**src/sv/jsc_pkg.sv**
```systemverilog
package jsc_pkg;

  // Container kinds held on the nesting stack
  localparam logic KIND_ARRAY  = 1'b0;
  localparam logic KIND_OBJECT = 1'b1;

  typedef struct packed {
    logic [7:0] data_byte;
    logic       has_byte;
    logic       end_of_doc;
  } in_word_t;

  typedef struct packed {
    logic valid_res;
    logic depth_exceeded;
  } out_word_t;

  // Request from the parser to the stack
  typedef struct packed {
    logic push;
    logic pop;
    logic clear;
    logic kind;
  } stack_op_t;

  // Stack status seen by the parser
  typedef struct packed {
    logic zero;
    logic one;
    logic full;
    logic top_kind;
  } stack_stat_t;

endpackage

```
**src/sv/jsc_parser.sv**
```systemverilog
module jsc_parser (
  input  logic                 clk,
  input  logic                 rst,
  input  logic                 take,
  input  jsc_pkg::in_word_t    word,
  input  jsc_pkg::stack_stat_t stat,
  output jsc_pkg::stack_op_t   op,
  output logic                 res_valid,
  output jsc_pkg::out_word_t   res
);

  localparam logic [4:0] PH_VALUE     = 5'd0;
  localparam logic [4:0] PH_ARR_FIRST = 5'd1;
  localparam logic [4:0] PH_OBJ_FIRST = 5'd2;
  localparam logic [4:0] PH_KEY       = 5'd3;
  localparam logic [4:0] PH_COLON     = 5'd4;
  localparam logic [4:0] PH_AFTER     = 5'd5;
  localparam logic [4:0] PH_STR       = 5'd6;
  localparam logic [4:0] PH_STR_ESC   = 5'd7;
  localparam logic [4:0] PH_KEY_STR   = 5'd8;
  localparam logic [4:0] PH_KEY_ESC   = 5'd9;
  localparam logic [4:0] PH_LIT       = 5'd10;
  localparam logic [4:0] PH_NUM_SIGN  = 5'd11;
  localparam logic [4:0] PH_NUM_ZERO  = 5'd12;
  localparam logic [4:0] PH_NUM_INT   = 5'd13;
  localparam logic [4:0] PH_NUM_DOT   = 5'd14;
  localparam logic [4:0] PH_NUM_FRAC  = 5'd15;
  localparam logic [4:0] PH_NUM_E     = 5'd16;
  localparam logic [4:0] PH_NUM_ESIGN = 5'd17;
  localparam logic [4:0] PH_NUM_EXP   = 5'd18;

  localparam logic [1:0] LIT_TRUE  = 2'd0;
  localparam logic [1:0] LIT_FALSE = 2'd1;
  localparam logic [1:0] LIT_NULL  = 2'd2;
  localparam logic [1:0] LIT_NONE  = 2'd3;

  localparam logic [7:0] CH_QUOTE  = 8'h22;
  localparam logic [7:0] CH_BSLASH = 8'h5c;
  localparam logic [7:0] CH_LBRACK = 8'h5b;
  localparam logic [7:0] CH_RBRACK = 8'h5d;
  localparam logic [7:0] CH_LBRACE = 8'h7b;
  localparam logic [7:0] CH_RBRACE = 8'h7d;
  localparam logic [7:0] CH_COMMA  = 8'h2c;
  localparam logic [7:0] CH_COLON  = 8'h3a;
  localparam logic [7:0] CH_MINUS  = 8'h2d;
  localparam logic [7:0] CH_PLUS   = 8'h2b;
  localparam logic [7:0] CH_DOT    = 8'h2e;
  localparam logic [7:0] CH_CTRL   = 8'h20;

  function automatic logic is_ws(input logic [7:0] ch);
    return (ch == 8'h20) || (ch == 8'h09) || (ch == 8'h0a) || (ch == 8'h0d);
  endfunction

  function automatic logic is_digit(input logic [7:0] ch);
    return (ch >= 8'h30) && (ch <= 8'h39);
  endfunction

  function automatic logic is_e(input logic [7:0] ch);
    return (ch == 8'h65) || (ch == 8'h45);
  endfunction

  function automatic logic [2:0] lit_len(input logic [1:0] kind);
    logic [2:0] len;
    case (kind)
      LIT_FALSE: len = 3'd5;
      default:   len = 3'd4;
    endcase
    return len;
  endfunction

  function automatic logic [7:0] lit_char(input logic [1:0] kind, input logic [2:0] idx);
    logic [7:0] ch;
    case ({kind, idx})
      {LIT_TRUE,  3'd0}: ch = "t";
      {LIT_TRUE,  3'd1}: ch = "r";
      {LIT_TRUE,  3'd2}: ch = "u";
      {LIT_TRUE,  3'd3}: ch = "e";
      {LIT_FALSE, 3'd0}: ch = "f";
      {LIT_FALSE, 3'd1}: ch = "a";
      {LIT_FALSE, 3'd2}: ch = "l";
      {LIT_FALSE, 3'd3}: ch = "s";
      {LIT_FALSE, 3'd4}: ch = "e";
      {LIT_NULL,  3'd0}: ch = "n";
      {LIT_NULL,  3'd1}: ch = "u";
      {LIT_NULL,  3'd2}: ch = "l";
      {LIT_NULL,  3'd3}: ch = "l";
      default:           ch = 8'h00;
    endcase
    return ch;
  endfunction

  logic [4:0] phase, phase_next;
  logic [1:0] lit_kind, lit_kind_next;
  logic [2:0] lit_idx, lit_idx_next;
  logic       error_seen, error_seen_next;
  logic       overflow_seen, overflow_seen_next;

  logic [7:0] c;
  logic       sv;
  logic       av;
  logic       fl;
  logic       done_ph;
  logic       empty_after;

  assign c = word.data_byte;

  always_comb begin
    phase_next         = phase;
    lit_kind_next      = lit_kind;
    lit_idx_next       = lit_idx;
    error_seen_next    = error_seen;
    overflow_seen_next = overflow_seen;
    op                 = '0;
    op.kind            = jsc_pkg::KIND_ARRAY;
    sv                 = 1'b0;
    av                 = 1'b0;
    fl                 = 1'b0;
    res_valid          = 1'b0;
    res                = '0;
    done_ph            = 1'b0;
    empty_after        = 1'b0;

    if (take && word.has_byte && !error_seen) begin
      unique case (phase)
        PH_VALUE: sv = 1'b1;
        PH_ARR_FIRST: begin
          if (c == CH_RBRACK) begin
            op.pop     = 1'b1;
            phase_next = PH_AFTER;
          end else begin
            sv = 1'b1;
          end
        end
        PH_OBJ_FIRST, PH_KEY: begin
          if (!is_ws(c)) begin
            if (c == CH_RBRACE && phase == PH_OBJ_FIRST) begin
              op.pop     = 1'b1;
              phase_next = PH_AFTER;
            end else if (c == CH_QUOTE) begin
              phase_next = PH_KEY_STR;
            end else begin
              fl = 1'b1;
            end
          end
        end
        PH_COLON: begin
          if (!is_ws(c)) begin
            if (c == CH_COLON) begin
              phase_next = PH_VALUE;
            end else begin
              fl = 1'b1;
            end
          end
        end
        PH_AFTER: av = 1'b1;
        PH_STR, PH_KEY_STR: begin
          if (c == CH_BSLASH) begin
            phase_next = (phase == PH_STR) ? PH_STR_ESC : PH_KEY_ESC;
          end else if (c == CH_QUOTE) begin
            phase_next = (phase == PH_STR) ? PH_AFTER : PH_COLON;
          end else if (c < CH_CTRL) begin
            fl = 1'b1;
          end
        end
        PH_STR_ESC: phase_next = PH_STR;
        PH_KEY_ESC: phase_next = PH_KEY_STR;
        PH_LIT: begin
          if (lit_kind == LIT_NONE || lit_idx >= lit_len(lit_kind) ||
              c != lit_char(lit_kind, lit_idx)) begin
            fl = 1'b1;
          end else if (lit_idx == lit_len(lit_kind) - 3'd1) begin
            lit_idx_next  = 3'd0;
            lit_kind_next = LIT_TRUE;
            phase_next    = PH_AFTER;
          end else begin
            lit_idx_next = lit_idx + 3'd1;
          end
        end
        PH_NUM_SIGN: begin
          if (c == "0") begin
            phase_next = PH_NUM_ZERO;
          end else if (is_digit(c)) begin
            phase_next = PH_NUM_INT;
          end else begin
            fl = 1'b1;
          end
        end
        PH_NUM_ZERO, PH_NUM_INT: begin
          if (phase == PH_NUM_INT && is_digit(c)) begin
            phase_next = PH_NUM_INT;
          end else if (c == CH_DOT) begin
            phase_next = PH_NUM_DOT;
          end else if (is_e(c)) begin
            phase_next = PH_NUM_E;
          end else begin
            av = 1'b1;
          end
        end
        PH_NUM_DOT: begin
          if (is_digit(c)) begin
            phase_next = PH_NUM_FRAC;
          end else begin
            fl = 1'b1;
          end
        end
        PH_NUM_FRAC: begin
          if (is_e(c)) begin
            phase_next = PH_NUM_E;
          end else if (!is_digit(c)) begin
            av = 1'b1;
          end
        end
        PH_NUM_E: begin
          if (c == CH_PLUS || c == CH_MINUS) begin
            phase_next = PH_NUM_ESIGN;
          end else if (is_digit(c)) begin
            phase_next = PH_NUM_EXP;
          end else begin
            fl = 1'b1;
          end
        end
        PH_NUM_ESIGN: begin
          if (is_digit(c)) begin
            phase_next = PH_NUM_EXP;
          end else begin
            fl = 1'b1;
          end
        end
        PH_NUM_EXP: begin
          if (!is_digit(c)) begin
            av = 1'b1;
          end
        end
        default: fl = 1'b1;
      endcase

      // Start of a value
      if (sv && !is_ws(c)) begin
        case (c)
          CH_QUOTE: phase_next = PH_STR;
          "t": begin
            phase_next    = PH_LIT;
            lit_kind_next = LIT_TRUE;
            lit_idx_next  = 3'd1;
          end
          "f": begin
            phase_next    = PH_LIT;
            lit_kind_next = LIT_FALSE;
            lit_idx_next  = 3'd1;
          end
          "n": begin
            phase_next    = PH_LIT;
            lit_kind_next = LIT_NULL;
            lit_idx_next  = 3'd1;
          end
          CH_MINUS: phase_next = PH_NUM_SIGN;
          "0":      phase_next = PH_NUM_ZERO;
          CH_LBRACK, CH_LBRACE: begin
            if (stat.full) begin
              overflow_seen_next = 1'b1;
              fl                 = 1'b1;
            end else begin
              op.push    = 1'b1;
              op.kind    = (c == CH_LBRACE) ? jsc_pkg::KIND_OBJECT : jsc_pkg::KIND_ARRAY;
              phase_next = (c == CH_LBRACE) ? PH_OBJ_FIRST : PH_ARR_FIRST;
            end
          end
          default: begin
            if (is_digit(c)) begin
              phase_next = PH_NUM_INT;
            end else begin
              fl = 1'b1;
            end
          end
        endcase
      end

      // Separator or closer after a finished value
      if (av) begin
        phase_next = PH_AFTER;
        if (!is_ws(c)) begin
          if (stat.zero) begin
            fl = 1'b1;
          end else if (c == CH_COMMA) begin
            phase_next = (stat.top_kind == jsc_pkg::KIND_OBJECT) ? PH_KEY : PH_VALUE;
          end else if (c == CH_RBRACK && stat.top_kind == jsc_pkg::KIND_ARRAY) begin
            op.pop = 1'b1;
          end else if (c == CH_RBRACE && stat.top_kind == jsc_pkg::KIND_OBJECT) begin
            op.pop = 1'b1;
          end else begin
            fl = 1'b1;
          end
        end
      end

      if (fl) begin
        error_seen_next = 1'b1;
      end
    end

    // End of document: report, then drop all state
    if (take && word.end_of_doc) begin
      done_ph = (phase_next == PH_AFTER) || (phase_next == PH_NUM_ZERO) ||
                (phase_next == PH_NUM_INT) || (phase_next == PH_NUM_FRAC) ||
                (phase_next == PH_NUM_EXP);
      empty_after = (stat.zero && !op.push) || (stat.one && op.pop);
      res_valid          = 1'b1;
      res.valid_res      = !error_seen_next && !overflow_seen_next && done_ph && empty_after;
      res.depth_exceeded = overflow_seen_next;
      phase_next         = PH_VALUE;
      lit_kind_next      = LIT_TRUE;
      lit_idx_next       = 3'd0;
      error_seen_next    = 1'b0;
      overflow_seen_next = 1'b0;
      op.push            = 1'b0;
      op.pop             = 1'b0;
      op.clear           = 1'b1;
    end
  end

  always_ff @(posedge clk) begin
    if (rst) begin
      phase         <= PH_VALUE;
      lit_kind      <= LIT_TRUE;
      lit_idx       <= 3'd0;
      error_seen    <= 1'b0;
      overflow_seen <= 1'b0;
    end else begin
      phase         <= phase_next;
      lit_kind      <= lit_kind_next;
      lit_idx       <= lit_idx_next;
      error_seen    <= error_seen_next;
      overflow_seen <= overflow_seen_next;
    end
  end

endmodule

```
**config.mk**
```make
export PLATFORM = sky130hd
export DESIGN_NAME = jsc_parser
export DESIGN_NICKNAME = d
export VERILOG_FILES = /design/src/sv/jsc_pkg.sv /design/src/sv/jsc_parser.sv
export SDC_FILE = /design/constraint.sdc
export NUM_CORES = 1
export LEC_CHECK = 0
export BUFFER_PORTS_ARGS = -buffer_cell sky130_fd_sc_hd__buf_2
export CORE_MARGIN = 2
export CORE_UTILIZATION = 55
export CTS_CLUSTER_DIAMETER = 60
export DETAILED_ROUTE_END_ITERATION = 8
export PLACE_DENSITY = 0.78
export SETUP_SLACK_MARGIN = 0.5
export SYNTH_ARGS = -nofsm -noshare
export SYNTH_HDL_FRONTEND = slang
export SYNTH_SLANG_ARGS = --single-unit
```
**constraint.sdc**
```tcl
create_clock -name clk -period 2.63 [get_ports clk]
set_input_delay 0.263 -clock clk [delete_from_list [all_inputs] [get_ports clk]]
set_output_delay 0.263 -clock clk [all_outputs]
set_load 0.01 [all_outputs]
```
==> impl_metrics.py, run 1 <==
metrics = {
    "run_status": {
        "outcome": "did not finish",
        "failing_step": "5_1_grt",
        "stop_error": "[ERROR GRT-0232] Routing congestion too high. Check the congestion heatmap in the GUI.",
    },
    "floorplanning": {
        "chipWidth_microns": 73.33,
        "num_rows": 25,
        "initial_core_util_pct": 56.35,
        "io_pins": 24,
        "die_h_microns": 73.33,
    },
    "logic_synthesis": {
        "synthTopCellsByArea": "dfxtp_1 14%, nor2_1 4.7%, nand2_1 4.3%",
        "synth_top_family_by_area": "simple AND/OR/NAND/NOR gates",
        "synthesis.nets": 379,
        "ys_ff_latch": 18,
        "synth_common_cells": "33 x nor2_1, 30 x nand2_1, 18 x dfxtp_1, 15 x nor3_1, 14 x a21oi_1",
        "ys_types": 82,
        "synth_edf_count": 0,
        "synth-simple-area-share_pct": 38.90,
        "syn_inst": 355,
        "netlist_area_sq_mm": 0.002644,
        "synth_largest_area_cell": "dfxtp_1",
        "synthDominantCellAreaShare_pct": 13.63,
        "synth-seq-area-share_pct": 13.63,
        "synth-adder-area-share_pct": 3.691,
        "postSynth.asyncResetShare_pct": 0,
        "yosys_warnings": 0,
        "syn-mean-instance-area_sq_um": 7.447,
        "synth.area.mux_share_pct": 1.514,
        "synth_xor_area_share_pct": 2.650,
        "synth_flop_cell": "dfxtp_1",
        "synth_compound_area_share_pct": 30.24,
        "synth_most_common_cell": "nor2_1",
    },
    "place": {
        "placed_area_sq_mm": 0.003667,
        "gp_congestion": 1.086,
        "dp.cells": 532,
        "place.detailed.hpwl_microns": 8343,
        "numPortBuffers": 23,
    },
    "clocking": {
        "htreeDepth": 1,
        "ctsHoldBuffers": 0,
        "clock_sinks": 18,
        "cts_root_buf": "clkbuf_8",
        "clock_path_buffers": 2,
        "numCtsBuffers": 3,
    },
    "grt": {
        "grt_usage_pct": 72.16,
        "overflow": 28,
        "grt_max_degree": 16,
    },
}
## routing by layer
layer  GRT overflow  global-route usage, %
met1              1                  72.55
met2             11                  90.39
met3              0                  51.85
met4             16                  74.14
met5              0                  23.23
## timing repair
action                                  CTS
hold endpoints to repair                  0
buffers inserted                         17
resized for setup                        73
endpoints found under the setup margin   23
pin swaps                                22
## cell families after synthesis
family,after synthesis
compound gates,104
mux,4
buf+inv,37
flops,18
simple gates,176
fa+ha+maj,8
xor+xnor,8
## stage by stage
stage                     util, %  hold slack (ns)  worst slack (ns)  setup TNS (ns)
after detailed placement    78.16           0.5150           -0.4438          -2.173
after CTS                   88.83           0.3885           -0.4565          -2.348
after floorplan                 -           0.4280          -0.01812        -0.01812
after global placement      78.16           0.4674           -0.3872          -1.376
==> run 2, diff against run 1 <==
--- a/config.mk
+++ b/config.mk
@@ -7,11 +7,9 @@
 export LEC_CHECK = 0
 export BUFFER_PORTS_ARGS = -buffer_cell sky130_fd_sc_hd__buf_2
 export CORE_MARGIN = 2
-export CORE_UTILIZATION = 55
-export CTS_CLUSTER_DIAMETER = 60
+export CORE_UTILIZATION = 40
 export DETAILED_ROUTE_END_ITERATION = 8
-export PLACE_DENSITY = 0.78
-export SETUP_SLACK_MARGIN = 0.5
+export PLACE_DENSITY_LB_ADDON = 0.15
 export SYNTH_ARGS = -nofsm -noshare
 export SYNTH_HDL_FRONTEND = slang
 export SYNTH_SLANG_ARGS = --single-unit
==> constraint.sdc (replaced) <==
create_clock -name clk -period 3.4 [get_ports clk]
set_input_delay 0.34 -clock clk [delete_from_list [all_inputs] [get_ports clk]]
set_output_delay 0.34 -clock clk [all_outputs]
set_load 0.01 [all_outputs]
==> impl_metrics.py, run 2 <==
metrics = {
    "run_status": {
        "outcome": "finished clean",
    },
    "logic_synthesis": {
        "synth_common_cells": "33 x nor2_1, 30 x nand2_1, 18 x dfxtp_1, 15 x nor3_1, 14 x a21oi_1",
        "ys_ff_latch": 18,
        "synth-seq-area-share_pct": 13.63,
        "synth_largest_area_cell": "dfxtp_1",
        "synthDominantCellAreaShare_pct": 13.63,
        "synth_flop_cell": "dfxtp_1",
        "syn_inst": 355,
        "postSynth.asyncResetShare_pct": 0,
        "netlist_area_sq_mm": 0.002644,
        "synth_edf_count": 0,
        "synthTopCellsByArea": "dfxtp_1 14%, nor2_1 4.7%, nand2_1 4.3%",
        "synthesis.nets": 379,
        "ys_types": 82,
        "yosys_warnings": 0,
        "synth_most_common_cell": "nor2_1",
        "syn-mean-instance-area_sq_um": 7.447,
    },
    "floorplanning": {
        "core_area_sq_mm": 0.006386,
        "die-area_sq_mm": 0.007276,
        "chipWidth_microns": 85.30,
        "die_h_microns": 85.30,
        "initial_core_util_pct": 41.40,
        "io_pins": 24,
        "num_rows": 29,
    },
    "sta": {
        "fin_crit_ns": 3.308,
        "max_freq_mhz": 302.3,
        "fin_crit_sh_pct": 97.28,
        "setup_slack_ns": 0.09231,
        "finalHoldWorstSlack_ns": 0.3956,
        "hold_violations": 0,
        "clock-skew-final_ns": 0.004996,
        "timing.setup.tns_ns": 0,
        "worst-slew-pin-transition_ns": 0.6414,
        "maxSlewViolCount": 0,
        "slew_headroom_pct": 56.91,
        "setup_viol": 0,
    },
    "clocking": {
        "clk_latency_ns": 0.26,
        "tritoncts": "built",
        "clock_path_buffers": 2,
        "htreeDepth": 1,
        "clkTransAtPathRegs_ns": 0.07,
        "numCtsBuffers": 3,
        "cts_root_buf": "clkbuf_8",
        "ctsHoldBuffers": 0,
        "clock_sinks": 18,
    },
    "grt": {
        "grt_pass1_wl_microns": 15200,
        "antenna_found_initial": 0,
        "grt_pass1_vias": 2901,
        "grt_usage_pct": 25.90,
        "overflow": 0,
        "grt_max_degree": 20,
    },
    "cells_and_area": {
        "nets": 431,
        "n_antenna_cell": 0,
        "layout_commonest_cell": "buf_4",
        "layout_common_cells": "49 x buf_4, 33 x nor2_1, 29 x nand2_1",
        "instances_no_fill": 483,
        "area_delta_synth_final_pct": 20.87,
        "fillCellCount": 646,
        "drive_gt1_share_pct": 29.56,
        "final_util_pct": 50.04,
    },
    "routing": {
        "drc_errors": 0,
        "drt-pass1-iter-count": 5,
        "drtIter0Drc": 327,
        "viasPerCell": 6.323,
        "routed_wirelength_microns": 9497,
        "num_vias": 3054,
        "detail-route-antenna-nets": 0,
        "wire_per_inst_microns": 19.66,
    },
    "critical_path": {
        "endpoint_kind": "primary output",
        "worstSetupPathType": "flop to primary output",
        "arrival_ns": 2.97,
        "r2r_cells": 12,
        "path_max_fanout": 19,
        "reg2reg_slack_ns": 0.28,
        "rr_startpoint": "lit_kind[1]",
        "worstPathRequired_ns": 3.06,
        "worstSetupStartpointType": "flop",
    },
    "pwr": {
        "p_per_area_mw_per_mm2": 177.8,
        "ir_worst_vdd_mv": 0.1822,
        "leakage_nw": 1.215,
    },
    "hold_path": {
        "min_delay_worst_endpoint": "error_seen",
        "hold_depth": 3,
        "hold_class": "primary input to flop",
        "min-delay-start": "word[1]",
    },
    "place": {
        "dp.cells": 475,
        "pre_cts_ws_ns": 0.07773,
        "gp_congestion": 0.9951,
        "numPortBuffers": 23,
        "place.detailed.hpwl_microns": 7449,
    },
    "flow_run": {
        "maxCapViolCount": 0,
    },
}
[run 2: cell counts after synthesis]
No cell type changed its count.
[run 2: worst max-delay path by stage]
stage	endpoint	startpoint
5_1_grt	res[1]	lit_kind[1]
3_5_place_dp	res[1]	word[8]
2_1_floorplan	flop	lit_kind[0]
3_3_place_gp	res[1]	word[6]
4_1_cts	res[1]	lit_kind[0]
6_report	res[1]	phase[3]
[run 2: worst max-delay path: stages (launching register included)]
cell,delay (ns)
dfxtp_2,0.33
buf_4,0.20
or4_1,0.52
a31oi_2,0.22
nand3_2,0.16
buf_4,0.18
a31oi_1,0.25
nor4_1,0.10
a31oi_1,0.30
maj3_1,0.22
o22ai_1,0.07
buf_2,0.14
[run 2: layout make-up]
class | instances | area, sq um | area share (%)
clock buffers | 4 | 55.05 | 1.723
inverters | 12 | 45.04 | 1.410
multi-input cells | 300 | 2152 | 67.35
flip-flops and latches | 18 | 364.1 | 11.39
well taps | 77 | 96.34 | 3.015
repair buffers | 72 | 483.0 | 15.11
[run 2: routing by layer]
| metal | wire length, microns | up-vias | global-route usage [%] |
|---|---|---|---|
| li1 | - | 1469 | - |
| met1 | 4215 | 1433 | 35.40 |
| met2 | 4464 | 139 | 43.18 |
| met3 | 637 | 13 | 1.654 |
| met4 | 179 | 0 | 8.658 |
| met5 | 0 | - | 0 |
[run 2: logic make-up (layout without fill, tap and decap cells)]
logic type	Yosys count	after routing	share of synthesized area, %
buffers and inverters	37	88	9.370
multiplexers	4	4	1.514
AO/OA/AOI/OAI	104	104	30.24
AND/OR/NAND/NOR	176	176	38.90
adder cells (fa/ha/maj)	8	8	3.691
flip-flops	18	18	13.63
XOR/XNOR	8	8	2.650
[run 2: power by group]
| group | internal [mW] | leakage (nW) | switching, mW |
|---|---|---|---|
| clock network | 0.103 | 0.0288 | 0.0750 |
| logic | 0.0706 | 1.04 | 0.104 |
| registers | 0.213 | 0.147 | 0.00186 |
[run 2: repair_timing]
item | CTS | global route
resized for setup | 3 | 24
pin swaps | 0 | 14
setup endpoints to repair | 1 | 3
setup buffers | 0 | 5
[run 2: metrics by stage]
stage	area (sq um)	power, mW
2_1_floorplan	2644	0.3312
3_3_place_gp	2990	0.3857
3_5_place_dp	2990	0.3844
4_1_cts	3060	0.5595
5_1_grt	3196	0.5906
6_report	3196	0.5682
Power figures use the tool's default switching activity.
